**config.mk**
```make
export PLATFORM = sky130hd
export DESIGN_NAME = srtf_tick_scheduler_top
export DESIGN_NICKNAME = d
export VERILOG_FILES = /design/src/design/srtf_pkg.sv /design/src/design/srtf_ctrl.sv /design/src/design/srtf_dp.sv /design/src/design/srtf_tick_scheduler_top.sv
export VERILOG_INCLUDE_DIRS = /design/src /design/src/design
export SDC_FILE = /design/constraint.sdc
export NUM_CORES = 2
export LEC_CHECK = 0
export BUFFER_PORTS_ARGS = -buffer_cell sky130_fd_sc_hd__buf_4
export CAP_MARGIN = 40
export CORE_ASPECT_RATIO = 2
export CORE_MARGIN = 2
export CORE_UTILIZATION = 56
export DETAILED_ROUTE_END_ITERATION = 8
export PLACE_DENSITY = 0.78
export SYNTH_ARGS = -nofsm -noshare
export SYNTH_HDL_FRONTEND = slang
export SYNTH_SLANG_ARGS = --single-unit
```
**constraint.sdc**
```tcl
create_clock -name clock -period 10.6 [get_ports clock]
set_clock_uncertainty 0.05 [all_clocks]
set_input_delay 0 -clock clock [delete_from_list [all_inputs] [get_ports clock]]
set_output_delay 0 -clock clock [all_outputs]
set_load 0.01 [all_outputs]
```
**src/design/srtf_tick_scheduler_top_defines.svh**
```systemverilog
// Assertion macros for the shortest-remaining-time scheduler.
`ifndef SRTF_TICK_SCHEDULER_TOP_DEFINES_SVH
`define SRTF_TICK_SCHEDULER_TOP_DEFINES_SVH

// Consequence must hold in the same cycle as the antecedent.
`define SRTF_ASSERT_NOW(label, ante, cons) \
   label: assert property (@(posedge clock) disable iff (reset) (ante) |-> (cons)) \
      else $error("srtf scheduler check failed");

// Consequence must hold in the cycle after the antecedent.
`define SRTF_ASSERT_NEXT(label, ante, cons) \
   label: assert property (@(posedge clock) disable iff (reset) (ante) |=> (cons)) \
      else $error("srtf scheduler check failed");

`endif

```
**src/design/srtf_pkg.sv**
```systemverilog
// Types and codes shared by the scheduler modules.
`default_nettype none

package srtf_pkg;

   localparam logic CMD_ARRIVE = 1'b0;
   localparam logic CMD_TICK   = 1'b1;

   localparam logic [1:0] STATUS_RAN      = 2'd0;
   localparam logic [1:0] STATUS_IDLE     = 2'd1;
   localparam logic [1:0] STATUS_ACCEPTED = 2'd2;
   localparam logic [1:0] STATUS_REJECTED = 2'd3;

   typedef struct packed {
      logic        command;
      logic [7:0]  pid;
      logic [15:0] burst;
   } req_type;

   typedef struct packed {
      logic [1:0]  status;
      logic [7:0]  run_pid;
      logic        new_slice;
      logic        finished;
      logic [31:0] now;
      logic [31:0] turnaround_time;
      logic [31:0] waiting_time;
      logic [31:0] response_time;
   } rsp_type;

   typedef struct packed {
      logic [7:0]  pid;
      logic [15:0] remaining;
      logic [15:0] burst;
      logic [31:0] arrival;
      logic [31:0] first_run;
   } entry_row_type;

   typedef struct packed {
      logic load;
      logic rd_en;
      logic cmp_en;
      logic exec;
   } ctrl_cmd_type;

endpackage

`default_nettype wire

```
**src/design/srtf_ctrl.sv**
```systemverilog
// Sequencer: accept a word, sweep the process table, then commit the result.
`default_nettype none

module srtf_ctrl #(
   parameter int ENTRIES = 16,
   localparam int IdxW = $clog2(ENTRIES)
) (
   input  wire logic                   clock,
   input  wire logic                   reset,
   input  wire logic                   req_valid,
   output logic                        req_ready,
   input  wire logic                   out_free,
   output srtf_pkg::ctrl_cmd_type      cmd,
   output logic [IdxW-1:0]             rd_addr,
   output logic [IdxW-1:0]             cmp_idx
);

   localparam logic [1:0] ST_IDLE = 2'd0;
   localparam logic [1:0] ST_SCAN = 2'd1;
   localparam logic [1:0] ST_LAST = 2'd2;
   localparam logic [1:0] ST_EXEC = 2'd3;

   localparam logic [IdxW-1:0] LastIdx = IdxW'(ENTRIES - 1);

   logic [1:0]      state_ff, state_in;
   logic [IdxW-1:0] cnt_ff, cnt_in;
   logic            cmp_en_ff;
   logic [IdxW-1:0] cmp_idx_ff;

   always_comb begin
      state_in   = state_ff;
      cnt_in     = cnt_ff;
      cmd.load   = 1'b0;
      cmd.rd_en  = 1'b0;
      cmd.cmp_en = cmp_en_ff;
      cmd.exec   = 1'b0;
      req_ready  = 1'b0;
      case (state_ff)
         ST_IDLE: begin
            req_ready = 1'b1;
            if (req_valid) begin
               cmd.load = 1'b1;
               cnt_in   = '0;
               state_in = ST_SCAN;
            end
         end
         ST_SCAN: begin
            cmd.rd_en = 1'b1;
            cnt_in    = cnt_ff + IdxW'(1);
            if (cnt_ff == LastIdx) begin
               state_in = ST_LAST;
            end
         end
         ST_LAST: begin
            state_in = ST_EXEC;
         end
         ST_EXEC: begin
            // hold until the output register can take the word
            if (out_free) begin
               cmd.exec = 1'b1;
               state_in = ST_IDLE;
            end
         end
         default: begin
            state_in = ST_IDLE;
         end
      endcase
   end

   assign rd_addr = cnt_ff;
   assign cmp_idx = cmp_idx_ff;

   always_ff @(posedge clock) begin
      if (reset) begin
         state_ff  <= ST_IDLE;
         cnt_ff    <= '0;
         cmp_en_ff <= 1'b0;
      end else begin
         state_ff  <= state_in;
         cnt_ff    <= cnt_in;
         cmp_en_ff <= cmd.rd_en;
      end
   end

   always_ff @(posedge clock) begin
      cmp_idx_ff <= cnt_ff;
   end

endmodule

`default_nettype wire

```
**src/design/srtf_dp.sv**
```systemverilog
// Datapath: process table memory, minimum search, timing math and output register.
`default_nettype none

module srtf_dp #(
   parameter int ENTRIES = 16,
   localparam int IdxW = $clog2(ENTRIES)
) (
   input  wire logic                   clock,
   input  wire logic                   reset,
   input  wire srtf_pkg::ctrl_cmd_type cmd,
   input  wire logic [IdxW-1:0]        rd_addr,
   input  wire logic [IdxW-1:0]        cmp_idx,
   input  wire srtf_pkg::req_type      req_data,
   input  wire logic                   rsp_ready,
   output logic                        out_free,
   output logic                        rsp_valid,
   output srtf_pkg::rsp_type           rsp_data
);

   srtf_pkg::entry_row_type mem [ENTRIES];
   srtf_pkg::entry_row_type rd_row_ff;
   srtf_pkg::entry_row_type best_row_ff;
   srtf_pkg::entry_row_type wr_row;
   srtf_pkg::req_type       req_ff;
   srtf_pkg::rsp_type       out_ff, out_in;

   logic [ENTRIES-1:0] valid_ff, valid_in;
   logic [ENTRIES-1:0] started_ff, started_in;
   logic               found_ff;
   logic [IdxW-1:0]    best_idx_ff;
   logic [31:0]        time_ff, time_in;
   logic [7:0]         run_pid_ff, run_pid_in;
   logic               run_valid_ff, run_valid_in;
   logic               out_full_ff;

   logic        is_tick;
   logic        cur_valid;
   logic        take;
   logic        arrive_ok;
   logic        wr_en;
   logic [15:0] new_rem;
   logic [31:0] first_run;
   logic [31:0] time_inc;
   logic [31:0] turnaround;

   assign is_tick   = (req_ff.command == srtf_pkg::CMD_TICK);
   assign cur_valid = valid_ff[cmp_idx];

   // ascending sweep with strict compares: ties in remaining time go to the lower pid, equal pids keep the lower slot
   always_comb begin
      if (is_tick) begin
         take = cur_valid &&
                (!found_ff ||
                 rd_row_ff.remaining < best_row_ff.remaining ||
                 (rd_row_ff.remaining == best_row_ff.remaining &&
                  rd_row_ff.pid < best_row_ff.pid));
      end else begin
         take = !cur_valid && !found_ff;
      end
   end

   assign arrive_ok  = found_ff && (req_ff.burst != 16'd0);
   assign new_rem    = best_row_ff.remaining - 16'd1;
   assign first_run  = started_ff[best_idx_ff] ? best_row_ff.first_run : time_ff;
   assign time_inc   = time_ff + 32'd1;
   assign turnaround = time_inc - best_row_ff.arrival;

   always_comb begin
      valid_in     = valid_ff;
      started_in   = started_ff;
      time_in      = time_ff;
      run_pid_in   = run_pid_ff;
      run_valid_in = run_valid_ff;
      wr_en        = 1'b0;
      wr_row       = best_row_ff;
      out_in       = '0;
      if (!is_tick) begin
         wr_row.pid       = req_ff.pid;
         wr_row.remaining = req_ff.burst;
         wr_row.burst     = req_ff.burst;
         wr_row.arrival   = time_ff;
         wr_row.first_run = '0;
         out_in.now       = time_ff;
         if (arrive_ok) begin
            wr_en                   = 1'b1;
            valid_in[best_idx_ff]   = 1'b1;
            started_in[best_idx_ff] = 1'b0;
            out_in.status           = srtf_pkg::STATUS_ACCEPTED;
         end else begin
            out_in.status = srtf_pkg::STATUS_REJECTED;
         end
      end else if (!found_ff) begin
         time_in       = time_inc;
         run_valid_in  = 1'b0;
         run_pid_in    = '0;
         out_in.status = srtf_pkg::STATUS_IDLE;
         out_in.now    = time_inc;
      end else begin
         wr_en                   = 1'b1;
         wr_row.remaining        = new_rem;
         wr_row.first_run        = first_run;
         started_in[best_idx_ff] = 1'b1;
         time_in                 = time_inc;
         out_in.status           = srtf_pkg::STATUS_RAN;
         out_in.run_pid          = best_row_ff.pid;
         out_in.new_slice        = !(run_valid_ff && run_pid_ff == best_row_ff.pid);
         out_in.now              = time_inc;
         if (new_rem == 16'd0) begin
            valid_in[best_idx_ff]   = 1'b0;
            started_in[best_idx_ff] = 1'b0;
            run_valid_in            = 1'b0;
            run_pid_in              = '0;
            out_in.finished         = 1'b1;
            out_in.turnaround_time  = turnaround;
            out_in.waiting_time     = turnaround - {16'd0, best_row_ff.burst};
            out_in.response_time    = first_run - best_row_ff.arrival;
         end else begin
            run_valid_in = 1'b1;
            run_pid_in   = best_row_ff.pid;
         end
      end
   end

   always_ff @(posedge clock) begin
      if (cmd.exec && wr_en) begin
         mem[best_idx_ff] <= wr_row;
      end
      if (cmd.rd_en) begin
         rd_row_ff <= mem[rd_addr];
      end
   end

   always_ff @(posedge clock) begin
      if (cmd.load) begin
         req_ff <= req_data;
      end
      if (cmd.cmp_en && take) begin
         best_row_ff <= rd_row_ff;
         best_idx_ff <= cmp_idx;
      end
      if (cmd.exec) begin
         out_ff <= out_in;
      end
   end

   always_ff @(posedge clock) begin
      if (reset) begin
         valid_ff     <= '0;
         started_ff   <= '0;
         found_ff     <= 1'b0;
         time_ff      <= '0;
         run_pid_ff   <= '0;
         run_valid_ff <= 1'b0;
         out_full_ff  <= 1'b0;
      end else begin
         if (cmd.load) begin
            found_ff <= 1'b0;
         end else if (cmd.cmp_en && take) begin
            found_ff <= 1'b1;
         end
         if (cmd.exec) begin
            valid_ff     <= valid_in;
            started_ff   <= started_in;
            time_ff      <= time_in;
            run_pid_ff   <= run_pid_in;
            run_valid_ff <= run_valid_in;
            out_full_ff  <= 1'b1;
         end else if (rsp_ready) begin
            out_full_ff <= 1'b0;
         end
      end
   end

   assign out_free  = !out_full_ff || rsp_ready;
   assign rsp_valid = out_full_ff;
   assign rsp_data  = out_ff;

endmodule

`default_nettype wire

```
**src/design/srtf_tick_scheduler_top.sv**
```systemverilog
// Shortest-remaining-time-first scheduler: top level.
//
// req channel (req_valid/req_ready/req_data) takes one command word: an
// arrive (pid, burst) enters the process table, a tick runs the ready
// process with the least remaining time for one unit and advances time.
// rsp channel (rsp_valid/rsp_ready/rsp_data) returns exactly one word per
// command: status, run pid, slice start, finish flag, time, and on finish
// the turnaround, waiting and response times.
// After its command word is taken, a command sweeps the table memory one
// entry a cycle, drains the last compare, then commits its result word to
// the output register; no new command word is taken before that commit.
// A new command is taken as soon as the previous one has committed, even
// while its result word still waits in the output register.
// If the receiver stalls, the next command sweeps the table and then holds
// before commit until the output register frees.
// Reset empties the table, zeroes time and the running process, and
// drops any pending result word; no clearing pass is needed.
`default_nettype none
`include "srtf_tick_scheduler_top_defines.svh"

module srtf_tick_scheduler_top #(
   parameter int ENTRIES = 16
) (
   input  wire logic              clock,
   input  wire logic              reset,
   input  wire logic              req_valid,
   output logic                   req_ready,
   input  wire srtf_pkg::req_type req_data,
   output logic                   rsp_valid,
   input  wire logic              rsp_ready,
   output srtf_pkg::rsp_type      rsp_data
);

   localparam int IdxW = $clog2(ENTRIES);

   srtf_pkg::ctrl_cmd_type cmd;
   logic [IdxW-1:0]        rd_addr;
   logic [IdxW-1:0]        cmp_idx;
   logic                   out_free;

   srtf_ctrl #(
      .ENTRIES(ENTRIES)
   ) u_ctrl (
      .clock    (clock),
      .reset    (reset),
      .req_valid(req_valid),
      .req_ready(req_ready),
      .out_free (out_free),
      .cmd      (cmd),
      .rd_addr  (rd_addr),
      .cmp_idx  (cmp_idx)
   );

   srtf_dp #(
      .ENTRIES(ENTRIES)
   ) u_dp (
      .clock    (clock),
      .reset    (reset),
      .cmd      (cmd),
      .rd_addr  (rd_addr),
      .cmp_idx  (cmp_idx),
      .req_data (req_data),
      .rsp_ready(rsp_ready),
      .out_free (out_free),
      .rsp_valid(rsp_valid),
      .rsp_data (rsp_data)
   );

   // one command in flight: busy right after a word is taken
   `SRTF_ASSERT_NEXT(a_busy_after_accept, req_valid && req_ready, !req_ready)
   // no word is taken while the table sweep runs
   `SRTF_ASSERT_NOW(a_no_accept_in_scan, cmd.rd_en, !req_ready)
   // a commit always presents a result word
   `SRTF_ASSERT_NEXT(a_commit_presents, cmd.exec, rsp_valid)

endmodule

`default_nettype wire
```
Word-level counts from Yosys, hierarchy flattened
Memories as Yosys holds them, arrays and structs flattened. A register that Yosys moved wholly into a read port is not among the register bits. Cells that the tools add are included.

Equal/unequal tests: 11. Reductions and logical operators: 29. Muxes and demuxes: 50. $add $sub $neg: 6. Bitwise logic cells: 6. $lt $le $gt $ge: 5.

Operators by type and width (count): two-way mux 16 bit (10); two-way mux 32 bit (4); subtractor 32 bit (2); AND 16 bit (3); two-way mux 48 bit (1); adder 32 x 1 -> 32 bit (second input constant) (1); OR 16 bit (2); subtractor 32 x 16 -> 32 bit (1); two-way mux 8 bit (3); two-way mux 1 bit (22); equality test 16 bit (1); logical NOT 16 bit (1); less-than comparator 16 bit (1); inverter 16 bit (1); nonzero test 16 bit (1); subtractor 16 x 1 -> 16 bit (second input constant) (1); less-than comparator 4 x 5 -> 1 bit (second input constant) (2); AND reduction 3 bit (3); binary-select mux 1 bit (select 4 bit) (2); equality test 8 bit (1); logical AND 1 bit (8); less-than comparator 8 bit (1); two-way mux 2 bit (4); != test 2 bit (second input constant) (4); 17 further kinds (27).

Input bits: 29. Bits in writable memories: 1664. Memories kept: 1. Register bits after elaboration: 359.

Memories: u_dp.mem (words 16, width 104, read ports 1, clocked after Yosys merged registers in 1, wr ports 1, RTL line srtf_dp.sv:20) `srtf_pkg::entry_row_type mem [ENTRIES];`.

Logic depth before layout (Yosys ltp)
Depth in word-level cells: 9. Depth in mapped cells: 24. Mapped depth without buffers: 23.

Modules after synthesis
A second synthesis with hierarchy kept.

Cell total of the unflattened synthesis: 4406. Area, all modules: 85991.2 µm².

Modules (own cells, without submodules): srtf_dp (area each 85493.2 µm², sequential area each 62790.2 µm², instances 1, cells each 4357); srtf_ctrl (area each 498.0 µm², sequential area each 220.2 µm², instances 1, cells each 49).

Least setup slack after synthesis
OpenSTA, ideal clock, no wires.

Path type: flip-flop to flip-flop. Start: reg u_dp.best_row_ff[81] in the netlist's numbering. End: reg u_dp.best_idx_ff[0], enable pin. Library setup time: 748 ps. Stages on the path, launching flop included: 13. Buffers on the path: 0. Path slack: -151 ps. Data arrival time: 9953 ps. Path through: edfxtp_1 -> inv_1 -> ha_1 -> nor2b_1 -> o21a_1 -> o21a_1 -> o21a_1 -> o21a_1 -> o21a_1 -> o21a_1 -> o21ai_0 -> nand3_1 -> a221oi_1.

Cells in the longest elaborated chain, start to end: 6. Elaborated cells between the ends (all ways): 8.

Ends and longest elaborated chain: start: declaration (RTL line srtf_dp.sv:22) `srtf_pkg::entry_row_type best_row_ff;`; start signal: assignment (RTL line srtf_dp.sv:138) `best_row_ff <= rd_row_ff;`; less-than comparator 16 bit or equality test 16 bit (tied branches) (RTL line srtf_dp.sv:54, srtf_dp.sv:55); logical OR 1 bit or logical AND 1 bit (tied branches) (RTL line srtf_dp.sv:53, srtf_dp.sv:55); logical OR 1 bit * (RTL line srtf_dp.sv:54) `rd_row_ff.remaining < best_row_ff.remaining ||`; logical AND 1 bit * (RTL line srtf_dp.sv:52) `take = cur_valid &&`; two-way mux 1 bit * (RTL line srtf_dp.sv:51) `if (is_tick) begin`; logical AND 1 bit * (RTL line srtf_dp.sv:137) `if (cmd.cmp_en && take) begin`; end signal: assignment (RTL line srtf_dp.sv:139) `best_idx_ff <= cmp_idx;`; end: declaration (RTL line srtf_dp.sv:30) `logic [IdxW-1:0] best_idx_ff;`.

Every way passes the cells marked *; elsewhere a longest branch is shown, timed or not. A chain may end at the register's enable or synchronous reset.

Worst setup path after layout
Start: reg u_dp.time_ff[0]. End: reg u_dp.out_ff, in the netlist u_dp.rsp_data[63] (data pin).

Cells in the longest elaborated chain, start to end: 3.

Ends and longest elaborated chain: start: declaration (RTL line srtf_dp.sv:31) `logic [31:0] time_ff, time_in;`; start signal: assignment (RTL line srtf_dp.sv:164) `time_ff <= time_in;`; adder 32 x 1 -> 32 bit (RTL line srtf_dp.sv:65) `assign time_inc = time_ff + 32'd1;`; subtractor 32 bit (RTL line srtf_dp.sv:66) `assign turnaround = time_inc - best_row_ff.arrival;`; via u_dp.turnaround[12] (RTL line srtf_dp.sv:44) `logic [31:0] turnaround;`; subtractor 32 x 16 -> 32 bit (RTL line srtf_dp.sv:115) `out_in.waiting_time = turnaround - {16'd0, best_row_ff.burst};`; end signal: assignment (RTL line srtf_dp.sv:142) `out_ff <= out_in;`; end: declaration (RTL line srtf_dp.sv:25) `srtf_pkg::rsp_type out_ff, out_in;`.

The timed path passes the listed nets, and every way through them passes these cells.

==> results.md <==
- LEAKAGE: 31.4 nW
- Clock transition at the registers of the reported paths: 0.07 ns
- Max VDD drop: 126 uV
- CTS root buffer: clkbuf_16
- I/O Pins: 171
- Top post-synthesis cells by area: edfxtp_1 (71%), mux4_2 (14%), dfxtp_1 (2.0%), ha_1 (1.6%), nor2_1 (1.2%)
- Seq cells post-synth: 2127
- Worst path most repeated cell: ha_1
- Clk buf depth: 4
- Vias: 45600
- Core area: 153000 sq um
- Starting Density: 56.2%
- 1st-pass router iterations: 6
- Share of flip-flops with an asynchronous set or reset: 0%
- Routed WL: 218000 um
- Design Area, Final: 97200 sq um
- Global-route wire length before repair: 315000 um
- Distinct cells, synth: 86
- Die Y-Extent: 558 um
- Grt total ovfl: 0
- Post-CTS Setup Bufs: 0
- Area Growth Syn to Fin: 13.3%
- Largest net degree at the start of global routing: 147
- H-tree depth: 4
- Hold Crit Class: primary input to register
- Relative slew slack: 26.6%
- Gr usage total: 28.1%
- CP required: 11.10 ns
- CTS-repair resized insts: 0
- Starting DRT DRC Count: 5716
- Least-Margin Pin Slew: 1.10 ns
- Drt wl/cell: 31.3 um
- Vias in the first global route: 46400
- Sink Count: 2127
- Hold_sp: reset
- CTS Buf Count: 181
- Via density: 6.56
- Detail Placement HPWL: 125000 um
- Crit. Startpoint: u_dp.time_ff[0]$_SDFFE_PP0P_
- Row count: 203
- Fin. Hold Viols: 0
- Port Buffer Count: 170
- Share of cells above drive strength 1: 25.8%
- Post-synth EDFFs: 2041
- Count leader, synth: edfxtp_1
- Commonest cells post-synth: edfxtp_1 (2041), mux4_2 (530), nor2_1 (284)
- Area after DPL: 90800 sq um
- Die W: 281 um
- Slew Viols, Final: 0
- Fmax: 0.152 GHz
- CP startpoint kind: register
- Routed Antenna Nets: 0
- # Max-Cap Violations: 0
- Largest area contributor in the netlist: edfxtp_1
- Clock insertion delay at the later pin of the skew report: 0.83 ns
- Seq/Total Area, Yosys: 73.4%
- Post-CTS Hold Buffers: 55
- Placed insts: 6578
- TritonCTS clock tree: done
- Power Dens Cells: 204 nW/um^2
- Arr. time, crit path: 7.07 ns
- Synth warnings: 0
- Crit path capture type: register
- Setup total negative slack: 0 ns
- Mapped cell area: 85800 sq um
- Worst path slowest cell: dfxtp_1
- Crit share post-route: 62.0%
- Most frequently used flop master after synthesis: edfxtp_1
- Final GP Congestion: 0.901
- Initial antenna violation count: 7
- Status: finished, final reports clean
- Die ar.: 157000 sq um
- Synth top area share: 71.4%
- Syn_nets: 4556
- Maximum fanout along the worst path: 9
- Mapped Avg Cell Area: 19.4 sq um
- Crit path cell chain: ha_1 -> and3_1 -> nand2_1 -> nor2_1 -> xor2_1 -> ha_1 -> o21ai_0 -> o21ai_1 -> or4_4 -> a31oi_1 -> xnor2_1 -> ha_1 -> a21o_1 -> a21oi_1 -> a21boi_0 -> o221ai_1 -> or4b_4 -> nor3_2 -> and4_1 -> nor3_2
- Max stage delay on crit path: 0.56 ns
- Min Tclk post-route: 6.57 ns
- Nets: 4910
- RSZ-0062 raised after global routing: false
- Synth Instances: 4415
- FF-to-FF Start: u_dp.time_ff[0]$_SDFFE_PP0P_
- Residual DRC count: 0
- Post-route insts no fill: 6960
- WS Path Type: register to register
- Setup violators final: 0
report_power, final:
part	switching, mW	internal, mW	leakage, nW
Sequential	0.210	9.98	19.3
Clock	2.97	3.70	2.83
Combinational	1.67	1.27	9.30
Total	4.85	14.9	31.4
layer usage:
metal	track usage, %	part of all wire (%)	routed length (um)
met5	0	0.012	26
met2	47.1	50	110000
met3	4.50	9.1	19700
met4	12.7	4.9	10600
met1	36.6	36	77800
logic make-up after synthesis:
kind of cell | Yosys count | synth area share (%)
and+or+nand+nor | 705 | 3.89
adders and majority gates | 112 | 1.66
muxes | 627 | 15.2
AOI/OAI and AO/OA | 354 | 2.71
buffers and inverters | 321 | 1.43
xor gates and xnor gates | 169 | 1.74
DFF | 2127 | 73.4
area by class of cell:
class | instances | area [sq um]
Antenna cell | 2 | 5.00
Clock buffer | 226 | 4850
Fill cell | 9838 | 55400
Sequential cell | 2127 | 63000
Inverter | 99 | 377
Multi-Input combinational cell | 1967 | 21800
Clock inverter | 96 | 985
Tap cell | 2050 | 2560
Timing Repair Buffer | 393 | 3670
worst paths after layout:
check             depth (start not counted)                              end  slack [ns]
setup / recovery                         20  u_dp.rsp_data[63]$_SDFFCE_PN0P_        4.03
hold reg to reg                           0   u_dp.best_row_ff[73]$_DFFE_PP_        0.36
hold / removal                            3    u_dp.time_ff[29]$_SDFFE_PP0P_        0.06
setup reg to reg                         20  u_dp.rsp_data[63]$_SDFFCE_PN0P_        4.03
registers in the layout, indices dropped and copies added, names as in the netlist, 8 cells and up, named ones only:
name	flops
u_dp.best_row_ff	104
u_dp.mem	1664
u_dp.rd_row_ff	104
u_dp.req_ff	24
u_dp.rsp_data	140
u_dp.run_pid_ff	8
u_dp.time_ff	32
cells in the final DEF, fill, tap and decap left out, drive strengths merged, types with 36 or more instances in the layout:
| master | count |
|---|---|
| edfxtp | 2041 |
| mux4 | 530 |
| buf | 337 |
| nor2 | 286 |
| clkbuf | 226 |
| nand2 | 125 |
| ha | 109 |
| xnor2 | 108 |
| a21oi | 102 |
| inv | 102 |
| dfxtp | 86 |
| nor3 | 83 |
| mux2 | 80 |
| o21ai | 75 |
| clkinv | 63 |
| xor2 | 61 |
| dlygate4sd3 | 55 |
| a21o | 42 |
| nand3 | 36 |
critical path: cells and delay by family (launching register included):
family | cells | cell delay, ns
flops | 1 | 0.56
simple gates | 8 | 2.58
fa+ha+maj | 3 | 0.98
compound gates | 7 | 1.70
xor+xnor | 2 | 0.40
per-stage QoR:
stage	power (mW)	hold WS, ns	setup WS [ns]	utilization, %
floorplan	12.3	0.0489	1.01	-
global placement	13.1	0.130	4.24	58.9
detailed placement	13.3	0.130	4.12	59.5
CTS	19.9	0.0163	4.11	63.7
global route	20.4	0.0607	3.68	63.7
finish	19.8	0.0619	4.03	63.7
Note: power is estimated with default switching activity, not from simulation.
